File: config.mk
export PLATFORM = sky130hd
export DESIGN_NAME = deque_with_value_remove_top_flat
export DESIGN_NICKNAME = d
export VERILOG_FILES = /design/src/sv/deq_pkg.sv /design/src/sv/deq_if.sv /design/src/sv/deq_ram.sv /design/src/sv/deq_ctrl.sv /design/src/sv/deque_with_value_remove_top.sv /design/src/flat_wrapper.sv
export VERILOG_INCLUDE_DIRS = /design/src /design/src/sv
export SDC_FILE = /design/constraint.sdc
export NUM_CORES = 1
export LEC_CHECK = 0
export ABC_AREA = 1
export CORE_AREA = 4 4 262 264
export DETAILED_ROUTE_END_ITERATION = 8
export DIE_AREA = 0 0 266 268
export DONT_BUFFER_PORTS = 1
export HOLD_SLACK_MARGIN = 0.15
export MAX_ROUTING_LAYER = met4
export PLACE_DENSITY = 0.58
export SLEW_MARGIN = 20
export SYNTH_ARGS = -nofsm -noshare
export SYNTH_HDL_FRONTEND = slang
export SYNTH_SLANG_ARGS = --single-unit
File: constraint.sdc
create_clock -name clock -period 8.4 [get_ports clock]
set_input_delay 0.42 -clock clock [delete_from_list [all_inputs] [get_ports clock]]
set_output_delay 0.42 -clock clock [all_outputs]
set_load 0.02 [all_outputs]
File: src/sv/deque_with_value_remove_top_defines.svh
// ----------------------------------------------------------------------------
// Deque assertion macros
// Shared concurrent assertion forms for the deque block.
// ----------------------------------------------------------------------------
`ifndef DEQUE_WITH_VALUE_REMOVE_TOP_DEFINES_SVH
`define DEQUE_WITH_VALUE_REMOVE_TOP_DEFINES_SVH

// Same-cycle implication, disabled during reset
`define DEQ_ASSERT_IMPL(label, clk, rst, ante, cons, msg) \
   label: assert property (@(posedge clk) disable iff (rst) (ante) |-> (cons)) \
      else $error(msg);

// Next-cycle implication, disabled during reset
`define DEQ_ASSERT_NEXT(label, clk, rst, ante, cons, msg) \
   label: assert property (@(posedge clk) disable iff (rst) (ante) |=> (cons)) \
      else $error(msg);

`endif

File: src/sv/deq_pkg.sv
// ----------------------------------------------------------------------------
// Deque package
// Widths, operation and status codes and shared types of the deque block.
// ----------------------------------------------------------------------------
package deq_pkg;

   localparam int DEQ_CAPACITY = 16;
   localparam int DATA_W       = 32;
   localparam int MODE_W       = 3;
   localparam int STATUS_W     = 2;

   // operation codes carried in the request mode field
   typedef enum logic [MODE_W-1:0] {
      MODE_PUSH_FRONT = 3'd0,
      MODE_PUSH_BACK  = 3'd1,
      MODE_POP_FRONT  = 3'd2,
      MODE_POP_BACK   = 3'd3,
      MODE_REMOVE     = 3'd4,
      MODE_SEARCH     = 3'd5
   } deq_mode_type;

   typedef enum logic [STATUS_W-1:0] {
      STATUS_OK    = 2'd0,
      STATUS_EMPTY = 2'd1,
      STATUS_FULL  = 2'd2
   } deq_status_type;

   // result flags handed from the sequencer to the response stage
   typedef struct packed {
      logic           found;
      deq_status_type status;
   } deq_flags_type;

endpackage

File: src/sv/deq_if.sv
// ----------------------------------------------------------------------------
// Deque channel interfaces
// Valid/ready request and response channels of the deque block.
// ----------------------------------------------------------------------------
interface deq_req_if;
   import deq_pkg::*;

   logic                     valid;
   logic                     ready;
   logic [MODE_W-1:0]        mode;
   logic signed [DATA_W-1:0] value;

   modport source (output valid, output mode, output value, input ready);
   modport sink   (input valid, input mode, input value, output ready);
endinterface

interface deq_rsp_if #(
   parameter int CNT_W = $clog2(deq_pkg::DEQ_CAPACITY + 1)
);
   import deq_pkg::*;

   logic                     valid;
   logic                     ready;
   logic signed [DATA_W-1:0] popped_value;
   logic                     found;
   logic [STATUS_W-1:0]      status;
   logic [CNT_W-1:0]         entry_count;
   logic signed [DATA_W-1:0] front_value;

   modport source (output valid, output popped_value, output found, output status,
                   output entry_count, output front_value, input ready);
   modport sink   (input valid, input popped_value, input found, input status,
                   input entry_count, input front_value, output ready);
endinterface

File: src/sv/deq_ram.sv
// ----------------------------------------------------------------------------
// Deque entry RAM
// Generic single-write, single-read memory with a registered read port.
// ----------------------------------------------------------------------------
module deq_ram #(
   parameter int WIDTH = 32,
   parameter int DEPTH = 16,
   parameter int AW    = $clog2(DEPTH)
) (
   input  logic             clock,
   input  logic             wr_en,
   input  logic [AW-1:0]    wr_addr,
   input  logic [WIDTH-1:0] wr_data,
   input  logic             rd_en,
   input  logic [AW-1:0]    rd_addr,
   output logic [WIDTH-1:0] rd_data
);

   logic [WIDTH-1:0] mem_ff [DEPTH];

   // write port
   always_ff @(posedge clock) begin
      if (wr_en) begin
         mem_ff[wr_addr] <= wr_data;
      end
   end

   // registered read port
   always_ff @(posedge clock) begin
      if (rd_en) begin
         rd_data <= mem_ff[rd_addr];
      end
   end

endmodule

File: src/sv/deq_ctrl.sv
// ----------------------------------------------------------------------------
// Deque sequencer
// Runs one operation at a time over the entry RAM through a shared ring
// address unit and a single compare/move loop.
// ----------------------------------------------------------------------------
`include "deque_with_value_remove_top_defines.svh"

module deq_ctrl #(
   parameter int CAPACITY = deq_pkg::DEQ_CAPACITY,
   parameter int IDX_W    = $clog2(CAPACITY),
   parameter int CNT_W    = $clog2(CAPACITY + 1)
) (
   input  logic                              clock,
   input  logic                              reset,
   // request side
   input  logic                              req_valid,
   output logic                              req_ready,
   input  logic [deq_pkg::MODE_W-1:0]        req_mode,
   input  logic signed [deq_pkg::DATA_W-1:0] req_value,
   // result side
   output logic                              res_valid,
   input  logic                              res_ready,
   output logic signed [deq_pkg::DATA_W-1:0] popped_value,
   output deq_pkg::deq_flags_type            flags,
   output logic [CNT_W-1:0]                  entry_count,
   output logic signed [deq_pkg::DATA_W-1:0] front_value,
   // entry RAM
   output logic                              wr_en,
   output logic [IDX_W-1:0]                  wr_addr,
   output logic [deq_pkg::DATA_W-1:0]        wr_data,
   output logic                              rd_en,
   output logic [IDX_W-1:0]                  rd_addr,
   input  logic [deq_pkg::DATA_W-1:0]        rd_data
);
   import deq_pkg::*;

   localparam int SUM_W = IDX_W + 2;

   typedef enum logic [2:0] {
      ST_IDLE,
      ST_DISPATCH,
      ST_POP_WAIT,
      ST_SCAN,
      ST_SHIFT,
      ST_FRONT_RD,
      ST_FRONT_WAIT,
      ST_DONE
   } state_type;

   state_type                state_ff, state_in;
   logic [MODE_W-1:0]        mode_ff, mode_in;
   logic signed [DATA_W-1:0] value_ff, value_in;
   logic [IDX_W-1:0]         front_ff, front_in;
   logic [CNT_W-1:0]         count_ff, count_in;
   logic [CNT_W-1:0]         scan_ff, scan_in;
   logic [CNT_W-1:0]         pos_ff, pos_in;
   logic                     rd_vld_ff, rd_vld_in;
   logic signed [DATA_W-1:0] popped_ff, popped_in;
   logic                     found_ff, found_in;
   deq_status_type           status_ff, status_in;
   logic signed [DATA_W-1:0] frontval_ff, frontval_in;

   logic [CNT_W-1:0]         rd_pos;
   logic [CNT_W-1:0]         wr_pos;
   logic                     is_full;
   logic                     is_empty;

   // map a position counted from the front onto a ring slot
   function automatic logic [IDX_W-1:0] ring_slot(input logic [IDX_W-1:0] base,
                                                  input logic [CNT_W-1:0] ofs);
      logic [SUM_W-1:0] sum;
      sum = SUM_W'(base) + SUM_W'(ofs);
      if (sum >= SUM_W'(CAPACITY)) begin
         sum = sum - SUM_W'(CAPACITY);
      end
      return sum[IDX_W-1:0];
   endfunction

   assign is_full  = (count_ff == CNT_W'(CAPACITY));
   assign is_empty = (count_ff == '0);

   // shared ring address unit for both RAM ports
   assign rd_addr = ring_slot(front_ff, rd_pos);
   assign wr_addr = ring_slot(front_ff, wr_pos);

   // sequencer next state and RAM control
   always_comb begin
      state_in    = state_ff;
      mode_in     = mode_ff;
      value_in    = value_ff;
      front_in    = front_ff;
      count_in    = count_ff;
      scan_in     = scan_ff;
      pos_in      = pos_ff;
      rd_vld_in   = 1'b0;
      popped_in   = popped_ff;
      found_in    = found_ff;
      status_in   = status_ff;
      frontval_in = frontval_ff;
      rd_en       = 1'b0;
      rd_pos      = '0;
      wr_en       = 1'b0;
      wr_pos      = '0;
      wr_data     = value_ff;
      req_ready   = (state_ff == ST_IDLE);
      res_valid   = (state_ff == ST_DONE);

      case (state_ff)
         ST_IDLE: begin
            if (req_valid) begin
               mode_in   = req_mode;
               value_in  = req_value;
               popped_in = '0;
               found_in  = 1'b0;
               status_in = STATUS_OK;
               state_in  = ST_DISPATCH;
            end
         end

         ST_DISPATCH: begin
            scan_in  = '0;
            pos_in   = '0;
            state_in = ST_FRONT_RD;
            case (mode_ff)
               MODE_PUSH_FRONT: begin
                  if (is_full) begin
                     status_in = STATUS_FULL;
                  end else begin
                     // slot one before the front
                     wr_en    = 1'b1;
                     wr_pos   = CNT_W'(CAPACITY - 1);
                     front_in = ring_slot(front_ff, CNT_W'(CAPACITY - 1));
                     count_in = count_ff + 1'b1;
                  end
               end
               MODE_PUSH_BACK: begin
                  if (is_full) begin
                     status_in = STATUS_FULL;
                  end else begin
                     wr_en    = 1'b1;
                     wr_pos   = count_ff;
                     count_in = count_ff + 1'b1;
                  end
               end
               MODE_POP_FRONT: begin
                  if (is_empty) begin
                     status_in = STATUS_EMPTY;
                  end else begin
                     rd_en    = 1'b1;
                     rd_pos   = '0;
                     state_in = ST_POP_WAIT;
                  end
               end
               MODE_POP_BACK: begin
                  if (is_empty) begin
                     status_in = STATUS_EMPTY;
                  end else begin
                     rd_en    = 1'b1;
                     rd_pos   = count_ff - 1'b1;
                     state_in = ST_POP_WAIT;
                  end
               end
               MODE_REMOVE, MODE_SEARCH: begin
                  state_in = ST_SCAN;
               end
               default: begin
                  state_in = ST_FRONT_RD;
               end
            endcase
         end

         ST_POP_WAIT: begin
            popped_in = rd_data;
            count_in  = count_ff - 1'b1;
            if (mode_ff == MODE_POP_FRONT) begin
               front_in = ring_slot(front_ff, CNT_W'(1));
            end
            state_in = ST_FRONT_RD;
         end

         ST_SCAN: begin
            // stream reads from the front, compare each word in the cycle after its read
            if (scan_ff < count_ff) begin
               rd_en     = 1'b1;
               rd_pos    = scan_ff;
               scan_in   = scan_ff + 1'b1;
               rd_vld_in = 1'b1;
            end
            if (rd_vld_ff) begin
               if (rd_data == value_ff) begin
                  found_in = 1'b1;
                  state_in = (mode_ff == MODE_REMOVE) ? ST_SHIFT : ST_FRONT_RD;
               end else begin
                  pos_in = pos_ff + 1'b1;
                  if (pos_ff + 1'b1 == count_ff) begin
                     state_in = ST_FRONT_RD;
                  end
               end
            end else if (is_empty) begin
               state_in = ST_FRONT_RD;
            end
         end

         ST_SHIFT: begin
            // move each later entry one place toward the front
            if (scan_ff < count_ff) begin
               rd_en     = 1'b1;
               rd_pos    = scan_ff;
               scan_in   = scan_ff + 1'b1;
               rd_vld_in = 1'b1;
            end
            if (rd_vld_ff) begin
               wr_en   = 1'b1;
               wr_pos  = pos_ff;
               wr_data = rd_data;
               pos_in  = pos_ff + 1'b1;
            end else begin
               count_in = count_ff - 1'b1;
               state_in = ST_FRONT_RD;
            end
         end

         ST_FRONT_RD: begin
            if (!is_empty) begin
               rd_en  = 1'b1;
               rd_pos = '0;
            end
            state_in = ST_FRONT_WAIT;
         end

         ST_FRONT_WAIT: begin
            frontval_in = is_empty ? '0 : rd_data;
            state_in    = ST_DONE;
         end

         ST_DONE: begin
            if (res_ready) begin
               state_in = ST_IDLE;
            end
         end

         default: begin
            state_in = ST_IDLE;
         end
      endcase
   end

   // state and registered results
   always_ff @(posedge clock) begin
      if (reset) begin
         state_ff  <= ST_IDLE;
         front_ff  <= '0;
         count_ff  <= '0;
         rd_vld_ff <= 1'b0;
      end else begin
         state_ff  <= state_in;
         front_ff  <= front_in;
         count_ff  <= count_in;
         rd_vld_ff <= rd_vld_in;
      end
      mode_ff     <= mode_in;
      value_ff    <= value_in;
      scan_ff     <= scan_in;
      pos_ff      <= pos_in;
      popped_ff   <= popped_in;
      found_ff    <= found_in;
      status_ff   <= status_in;
      frontval_ff <= frontval_in;
   end

   assign popped_value = popped_ff;
   assign flags.found  = found_ff;
   assign flags.status = status_ff;
   assign entry_count  = count_ff;
   assign front_value  = frontval_ff;

   // checks
   `DEQ_ASSERT_IMPL(a_no_write_idle, clock, reset, state_ff == ST_IDLE, !wr_en,
      "entry RAM written while idle")
   `DEQ_ASSERT_IMPL(a_full_count, clock, reset,
      res_valid && flags.status == STATUS_FULL, count_ff == CNT_W'(CAPACITY),
      "full status reported below capacity")
   `DEQ_ASSERT_IMPL(a_empty_pop, clock, reset,
      res_valid && flags.status == STATUS_EMPTY, count_ff == '0 && popped_value == '0,
      "empty status with entries or a popped value")
   `DEQ_ASSERT_NEXT(a_result_hold, clock, reset, res_valid && !res_ready,
      res_valid && $stable(count_ff) && $stable(front_ff),
      "result dropped or store changed while waiting")

endmodule

File: src/sv/deque_with_value_remove_top.sv
// Deque with remove-by-value: one operation per request, one response each.
// Every operation ends with a read of the front entry before its result is registered;
// pops add a wait for the read entry, and search and remove scan the stored entries.
// One request at a time: a new request is accepted only once the previous result has
// moved to the response register, and a held response stalls requests.
// Reset clears front pointer and count; entry RAM contents are not cleared.
// ----------------------------------------------------------------------------
// Deque top level
// Sequencer, entry RAM and response output register of the deque block.
// ----------------------------------------------------------------------------
module deque_with_value_remove_top #(
   parameter int CAPACITY = deq_pkg::DEQ_CAPACITY,
   parameter int IDX_W    = $clog2(CAPACITY),
   parameter int CNT_W    = $clog2(CAPACITY + 1)
) (
   input  logic       clock,
   input  logic       reset,
   deq_req_if.sink    req,
   deq_rsp_if.source  rsp
);
   import deq_pkg::*;

   logic                     res_valid;
   logic                     res_ready;
   logic signed [DATA_W-1:0] res_popped;
   deq_flags_type            res_flags;
   logic [CNT_W-1:0]         res_count;
   logic signed [DATA_W-1:0] res_front;

   logic                     wr_en;
   logic [IDX_W-1:0]         wr_addr;
   logic [DATA_W-1:0]        wr_data;
   logic                     rd_en;
   logic [IDX_W-1:0]         rd_addr;
   logic [DATA_W-1:0]        rd_data;

   logic                     rsp_vld_ff, rsp_vld_in;
   logic signed [DATA_W-1:0] rsp_popped_ff;
   deq_flags_type            rsp_flags_ff;
   logic [CNT_W-1:0]         rsp_count_ff;
   logic signed [DATA_W-1:0] rsp_front_ff;
   logic                     rsp_load;

   deq_ctrl #(
      .CAPACITY (CAPACITY),
      .IDX_W    (IDX_W),
      .CNT_W    (CNT_W)
   ) u_ctrl (
      .clock        (clock),
      .reset        (reset),
      .req_valid    (req.valid),
      .req_ready    (req.ready),
      .req_mode     (req.mode),
      .req_value    (req.value),
      .res_valid    (res_valid),
      .res_ready    (res_ready),
      .popped_value (res_popped),
      .flags        (res_flags),
      .entry_count  (res_count),
      .front_value  (res_front),
      .wr_en        (wr_en),
      .wr_addr      (wr_addr),
      .wr_data      (wr_data),
      .rd_en        (rd_en),
      .rd_addr      (rd_addr),
      .rd_data      (rd_data)
   );

   deq_ram #(
      .WIDTH (DATA_W),
      .DEPTH (CAPACITY),
      .AW    (IDX_W)
   ) u_ram (
      .clock   (clock),
      .wr_en   (wr_en),
      .wr_addr (wr_addr),
      .wr_data (wr_data),
      .rd_en   (rd_en),
      .rd_addr (rd_addr),
      .rd_data (rd_data)
   );

   // load the response register when it is empty or being drained
   assign res_ready  = !rsp_vld_ff || rsp.ready;
   assign rsp_load   = res_valid && res_ready;
   assign rsp_vld_in = rsp_load ? 1'b1 : (rsp.ready ? 1'b0 : rsp_vld_ff);

   // hold the response until its transfer
   always_ff @(posedge clock) begin
      if (reset) begin
         rsp_vld_ff <= 1'b0;
      end else begin
         rsp_vld_ff <= rsp_vld_in;
      end
      if (rsp_load) begin
         rsp_popped_ff <= res_popped;
         rsp_flags_ff  <= res_flags;
         rsp_count_ff  <= res_count;
         rsp_front_ff  <= res_front;
      end
   end

   assign rsp.valid        = rsp_vld_ff;
   assign rsp.popped_value = rsp_popped_ff;
   assign rsp.found        = rsp_flags_ff.found;
   assign rsp.status       = rsp_flags_ff.status;
   assign rsp.entry_count  = rsp_count_ff;
   assign rsp.front_value  = rsp_front_ff;

endmodule

File: src/flat_wrapper.sv
// flat-port wrapper written by rule: the top's interface ports become plain ports
module deque_with_value_remove_top_flat import deq_pkg::*;
#(
   parameter int CAPACITY = deq_pkg::DEQ_CAPACITY,
   parameter int IDX_W    = $clog2(CAPACITY),
   parameter int CNT_W    = $clog2(CAPACITY + 1)
)
  (clock, reset, req_valid, req_mode, req_value, req_ready, rsp_valid, rsp_popped_value, rsp_found, rsp_status, rsp_entry_count, rsp_front_value, rsp_ready);
  deq_req_if req_i ();
  deq_rsp_if #(.CNT_W(CNT_W)) rsp_i ();
  input  logic clock;
  input  logic reset;
  input wire logic [$bits(req_i.valid)-1:0] req_valid;
  input wire logic [$bits(req_i.mode)-1:0] req_mode;
  input wire logic [$bits(req_i.value)-1:0] req_value;
  output wire logic [$bits(req_i.ready)-1:0] req_ready;
  output wire logic [$bits(rsp_i.valid)-1:0] rsp_valid;
  output wire logic [$bits(rsp_i.popped_value)-1:0] rsp_popped_value;
  output wire logic [$bits(rsp_i.found)-1:0] rsp_found;
  output wire logic [$bits(rsp_i.status)-1:0] rsp_status;
  output wire logic [$bits(rsp_i.entry_count)-1:0] rsp_entry_count;
  output wire logic [$bits(rsp_i.front_value)-1:0] rsp_front_value;
  input wire logic [$bits(rsp_i.ready)-1:0] rsp_ready;
  assign req_i.valid = req_valid;
  assign req_i.mode = req_mode;
  assign req_i.value = req_value;
  assign req_ready = req_i.ready;
  assign rsp_valid = rsp_i.valid;
  assign rsp_popped_value = rsp_i.popped_value;
  assign rsp_found = rsp_i.found;
  assign rsp_status = rsp_i.status;
  assign rsp_entry_count = rsp_i.entry_count;
  assign rsp_front_value = rsp_i.front_value;
  assign rsp_i.ready = rsp_ready;
  deque_with_value_remove_top #(.CAPACITY(CAPACITY), .IDX_W(IDX_W), .CNT_W(CNT_W)) u_core (.clock(clock), .reset(reset), .req(req_i), .rsp(rsp_i));
endmodule
Word level (Yosys, flattened, before mapping) --
Memories as Yosys holds them, arrays and structs flattened. A register that Yosys moved wholly into a read port is not among the register bits. Index checks and enable logic that the tools add are counted.
Storage, ports and cells: register bits after elaboration 198, latch bits 0, RAM bits 512, memory bits (read-only) 0, bits of input ports 39, output and inout port bits 74, logic and storage cells 160, memories kept 1
Operators by class: $add $sub $neg 12, multipliers 0, div/mod/pow operators 0, magnitude comparators 5, equality and inequality tests 32, shifts and indexed selects 0, muxes and demuxes 63, bitwise gates (word level) 1, reduce and logical (&&, ||, !) cells 28
Memory list:
- u_core.u_ram.mem_ff | words 16, bits a word 32, rd ports 1, clocked after Yosys merged registers in 1, wr ports 1, line deq_ram.sv:19 | logic [WIDTH-1:0] mem_ff [DEPTH];
Operators by type and width (number):
- 2-to-1 mux 32 bit | 3
- one-hot mux 32 bit (2 select lines) | 1
- 2-to-1 mux 5 bit | 12
- one-hot mux 5 bit (2 select lines) | 4
- equality test 32 bit | 1
- 2-to-1 mux 4 bit | 8
- one-hot mux 5 bit (3 select lines) | 2
- 2-to-1 mux 3 bit | 8
- one-hot mux 3 bit (8 select lines) | 1
- inequality test 2 bit, second input constant | 10
- equality test 3 bit, second input constant | 6
- AND reduction 4 bit | 4
- subtractor 4 x 1 -> 4 bit, second input constant | 4
- adder 5 x 1 -> 5 bit, second input constant | 3
- 2-to-1 mux 1 bit | 14
- adder 4 x 5 -> 6 bit | 2
- equality test 3 x 2 -> 1 bit, second input constant | 4
- greater-or-equal comparator 6 x 5 -> 1 bit, second input constant | 2
- inequality test 3 bit, second input constant | 4
- nonzero test 2 bit | 6
- greater-or-equal comparator 5 bit, second input constant | 2
- AND reduction 5 bit | 2
- OR reduction 2 bit | 5
- one-hot mux 2 bit (2 select lines) | 2
- other kinds (22) | 31

Depth between registers and ports, before layout --
word-level depth 7, gate-level depth with buffers 20, depth with buffers taken out 18

Cells and area by module --
Synthesis repeated with hierarchy kept, for this count alone.
Unflattened totals: cell total of the unflattened synthesis 2900, area, all modules 31717.9 um2
Modules (own cells, without submodules):
- deq_ram | times used 1, cells an instance 2120, area each 23050.9 um2, sequential area each 16335.7 um2
- deq_ctrl | times used 1, cells an instance 702, area each 6457.4 um2, sequential area each 3623.5 um2
- deque_with_value_remove_top | times used 1, cells an instance 78, area each 2209.6 um2, sequential area each 2182.1 um2

Least setup slack after synthesis --
No wires, ideal clock.
kind register to register, from reg u_core.u_ctrl.state_ff[0], to reg u_core.rsp_count_ff[0] (netlist: u_core.rsp.entry_count[0]), enable pin, library setup time 502 ps, arrival 3746 ps, data required time 7898 ps, path slack 4151 ps, stages on the path, launching flop included 5, path buffers 0, clock period less this slack 4249 ps, path through dfxtp_1 > nand2_1 > nor2_1 > inv_1 > nor2_1
On the way: cells in the longest elaborated chain, start to end 2
RTL lines:
- start, declared | line deq_ctrl.sv:50 | state_type state_ff, state_in;
- start signal, assigned | line deq_ctrl.sv:256 | state_ff <= state_in;
- equality test 3 bit | line deq_ctrl.sv:106 | res_valid = (state_ff == ST_DONE);
- logical AND 1 bit | line deque_with_value_remove_top.sv:85 | assign rsp_load = res_valid && res_ready;
- named net u_core.rsp_load | line deque_with_value_remove_top.sv:42 | logic rsp_load;
- end signal, assigned | line deque_with_value_remove_top.sv:98 | rsp_count_ff <= res_count;
- end, declared | line deque_with_value_remove_top.sv:40 | logic [CNT_W-1:0] rsp_count_ff;
The timed path passes the listed nets, and every way through them passes these cells. A chain may end at the register's enable or synchronous reset.

Worst setup path after layout --
from reg u_core.u_ctrl.count_ff[0] (netlist: u_core.u_ctrl.entry_count[0]), to reg u_core.u_ram.rd_data[15], read port of u_core.u_ram.mem_ff, data pin
On the way: cells in the longest elaborated chain, start to end 7, elaborated cells between the ends (all ways) 15, classes of those cells add/sub (3); order compare (2); mux (9); reduce/logical (1)
RTL lines:
- start, declared | line deq_ctrl.sv:54 | logic [CNT_W-1:0] count_ff, count_in;
- start signal, assigned | line deq_ctrl.sv:258 | count_ff <= count_in;
- subtractor 5 x 1 -> 5 bit / zero test 5 bit (equally long branches) | line deq_ctrl.sv:159, deq_ctrl.sv:80
- 2-to-1 mux 5 bit | line deq_ctrl.sv:155 | if (is_empty) begin
- 2-to-1 mux 5 bit
- one-hot mux 5 bit (2 select lines) | line deq_ctrl.sv:108 | case (state_ff)
- adder 4 x 5 -> 6 bit | line deq_ctrl.sv:72 | sum = SUM_W'(base) + SUM_W'(ofs);
- greater-or-equal comparator 6 x 5 -> 1 bit / subtractor 4 x 1 -> 4 bit (equally long branches) | line deq_ctrl.sv:73, deq_ctrl.sv:74
- 2-to-1 mux 4 bit | line deq_ctrl.sv:73 | if (sum >= SUM_W'(CAPACITY)) begin
- end, declared | line deq_ram.sv:16 | output logic [WIDTH-1:0] rd_data
Parallel ways exist; a longest one is shown, timed or not.

==> impl_metrics.json <==
{
  "outcome": "complete, no violations",
  "cts_tree": "yes",
  "rsz0062_at_grt": "false",
  "drt_wl_total_um": 71800,
  "pin_count": 113,
  "place.gp.congestion": 0.802,
  "cts_buffers": 77,
  "cp.required_ps": 8870,
  "vias_per_cell": 5.36,
  "fp.dieH_um": 268,
  "core_area_um2": 66600,
  "numClockSinks": 742,
  "avgSynthCellArea_um2": 12.4,
  "critical_path.startpoint": "u_core.u_ctrl.entry_count[0]",
  "htree_levels": 3,
  "cts-root-buf": "clkbuf_16",
  "gr-usage-all-layers_pct": 20.6,
  "p_per_area_nw_per_um2": 321,
  "syn_to_final_growth_pct": 13.4,
  "pre_cts_slack_ps": 2990,
  "reg2reg_from": "u_core.u_ctrl.entry_count[0]",
  "ys_seq_area_share_pct": 73.2,
  "path_class": "flip-flop to flip-flop",
  "grt_pass1_wl_um": 108000,
  "maxSlewViolCount": 0,
  "dp_hpwl_um": 36500,
  "start_util_pct": 45.4,
  "drt_pre_antenna_iters": 5,
  "finalClockSkew_ps": 22.7,
  "min_from": "req_valid",
  "grt_pass1_vias": 17700,
  "port_buffers": 0,
  "drc": 0,
  "syn_area_um2": 30200,
  "post-place-cells": 3246,
  "grt_max_degree": 193,
  "clk_latency_ps": 620,
  "nFillCells": 5608,
  "post-route-period-util_pct": 64.7,
  "die_area_um2": 71300,
  "vias": 18300,
  "grt_antenna_before_repair": 1,
  "drt-initial-drc-count": 1745,
  "p_leak_nw": 12.2,
  "hold_viol_final": 0,
  "fin_ws_ps": 2960,
  "synth.distinct_cells": 37,
  "grt_overflow": 0,
  "die_x_um": 266,
  "hold_class": "input port to flip-flop",
  "drive_above_1_share_pct": 10.0,
  "ys_seq_elements": 742,
  "max-slew-margin-rel_pct": 31.4,
  "crit_path_end_kind": "flip-flop",
  "final_cell_count_no_fill": 3420,
  "worst-path-max-fanout": 91,
  "holdWs_ps": 338,
  "yosysWarnings": 0,
  "critPathLaunchType": "flip-flop",
  "worstPathArrival_ps": 5910,
  "setup_viol": 0,
  "worst_pin_slew_ps": 1030,
  "post-route-min-period_ps": 5440,
  "avgRoutedWirePerCell_um": 21.0,
  "layout.nets": 2548,
  "tns_ps": 0,
  "path_clk_slew_ps": 60,
  "reg2reg_slack_ps": 2960,
  "syn_nets": 2495,
  "ir_worst_vdd_v": 0.000173,
  "rows": 95,
  "clockBufferDepth": 3,
  "cts_repair_resize_count": 0,
  "final_antenna_net_count": 0,
  "n_antenna_cell": 0,
  "max_freq_ghz": 0.184,
  "syn_inst": 2436,
  "maxCapViolCount": 0
}
[routing by layer]
layer / vias up / GRT usage, % / part of all wire, %
li1: 8638 / - / -
met1: 9003 / 27.4 / 43
met2: 558 / 33.5 / 49
met3: 116 / 2.84 / 5.7
met4: 0 / 5.97 / 2.1
met5: - / - / 0
[worst paths after layout]
check	to	depth (start not counted)
setup / recovery	u_core.u_ram.rd_data[15]	19
hold / removal	u_core.u_ctrl.state_ff[0]	6
setup reg to reg	u_core.u_ram.rd_data[15]	19
hold reg to reg	u_core.rsp.front_value[6]	0
[area by class of cell]
type	instances	area, µm²	share of cell area, %
Clock inverter	42	442	1.29
Multi-Input combinational cell	1449	7250	21.2
Clock buffer	95	2040	5.94
Timing Repair Buffer	100	847	2.47
Sequential cell	742	22100	64.6
Inverter	119	464	1.35
Tap cell	873	1090	3.19
[through the flow]
| stage | total power [mW] | area (µm²) | util [%] |
|---|---|---|---|
| 3_5_place_dp | 7.71 | 31400 | 47.2 |
| 5_1_grt | 11.6 | 34300 | 51.5 |
| 3_3_place_gp | 7.65 | 31400 | 47.2 |
| 2_1_floorplan | 6.86 | 30200 | - |
| 6_report | 11.0 | 34300 | 51.5 |
| 4_1_cts | 11.1 | 34300 | 51.5 |
[state kept, by name, summed over array words and instances, names as in the netlist]
signal	count
u_core.u_ctrl.found_ff	1
u_core.u_ctrl.front_ff	4
u_core.u_ctrl.scan_ff	5
u_core.u_ctrl.status_ff	2
u_core.u_ram.mem_ff	512
u_core.u_ctrl.state_ff	3
u_core.rsp.popped_value	32
u_core.rsp.found	1
u_core.u_ctrl.entry_count	5
u_core.u_ctrl.mode_ff	3
u_core.u_ctrl.popped_value	32
u_core.rsp.valid	1
u_core.rsp.front_value	32
u_core.u_ctrl.rd_vld_ff	1
u_core.u_ctrl.front_value	32
u_core.rsp.status	2
u_core.u_ctrl.value_ff	32
u_core.u_ram.rd_data	32
u_core.rsp.entry_count	5
u_core.u_ctrl.pos_ff	5
[cells in the mapped netlist, drive strengths merged]
cell type / n / area (µm²)
nor4: 1 / 21.3
a211oi: 65 / 488
nand3: 62 / 335
nor2: 490 / 1870
nor3: 8 / 40.0
xor2: 11 / 96.3
a21oi: 15 / 75.1
nand4: 6 / 37.5
dfxtp: 14 / 280
a221oi: 1 / 8.76
and2: 2 / 12.5
xnor2: 31 / 272
o211ai: 1 / 7.51
edfxtp: 728 / 21900
o21ai: 184 / 925
fa: 3 / 60.1
nand2: 420 / 1700
or2: 1 / 8.76
o21a: 65 / 488
ha: 17 / 213
inv: 119 / 447
a31oi: 65 / 407
a21o: 1 / 7.51
buf: 48 / 283
clkbuf: 78 / 293
[cell families after synthesis]
kind of cell	Yosys count	share of synthesized area, %
AND/OR/NAND/NOR	990	13.3
flip-flops	742	73.2
AO/OA/AOI/OAI	397	7.96
buffers and inverters	245	3.38
XOR/XNOR	42	1.22
adder cells (fa/ha/maj)	20	0.902
[report_power, final]
| group | internal, mW | switching (mW) | leakage (nW) |
|---|---|---|---|
| Combinational | 0.821 | 1.93 | 4.23 |
| Clock | 1.97 | 1.38 | 1.20 |
| Sequential | 4.67 | 0.210 | 6.72 |
[repair_timing]
action | CTS | global route
hold buffers | 37 | 0
hold endpoints to repair | 49 | 0
buffers inserted | 0 | 0
[critical path: stages, from the launching register on]
cell	delay, ps
dfxtp_1	430
inv_1	170
ha_1	270
nand3_4	460
nand2_1	190
inv_2	120
nand2_4	70
nor2_4	80
inv_2	50
o21ai_0	310
ha_4	700
buf_4	870
buf_4	660
nor2_1	110
nor2_1	110
o21a_1	160
a211oi_1	40
a31oi_1	230
nand2_2	70
nand2_1	80
[cells in the final DEF, fill, tap and decap left out, types with 15 or more instances in the layout]
cell and count:
ha_1 16, clkbuf_1 16, o21ai_0 180, inv_1 109, buf_4 62, nor2_1 465
nand2_2 34, a31oi_1 65, o21a_1 65, a21oi_1 15, nor2_4 20, nand3_1 59
nand2_1 382, dlygate4sd3_1 37, a211oi_1 65, xnor2_1 30, clkbuf_16 79, edfxtp_1 728
Power figures use the tool's default switching activity.
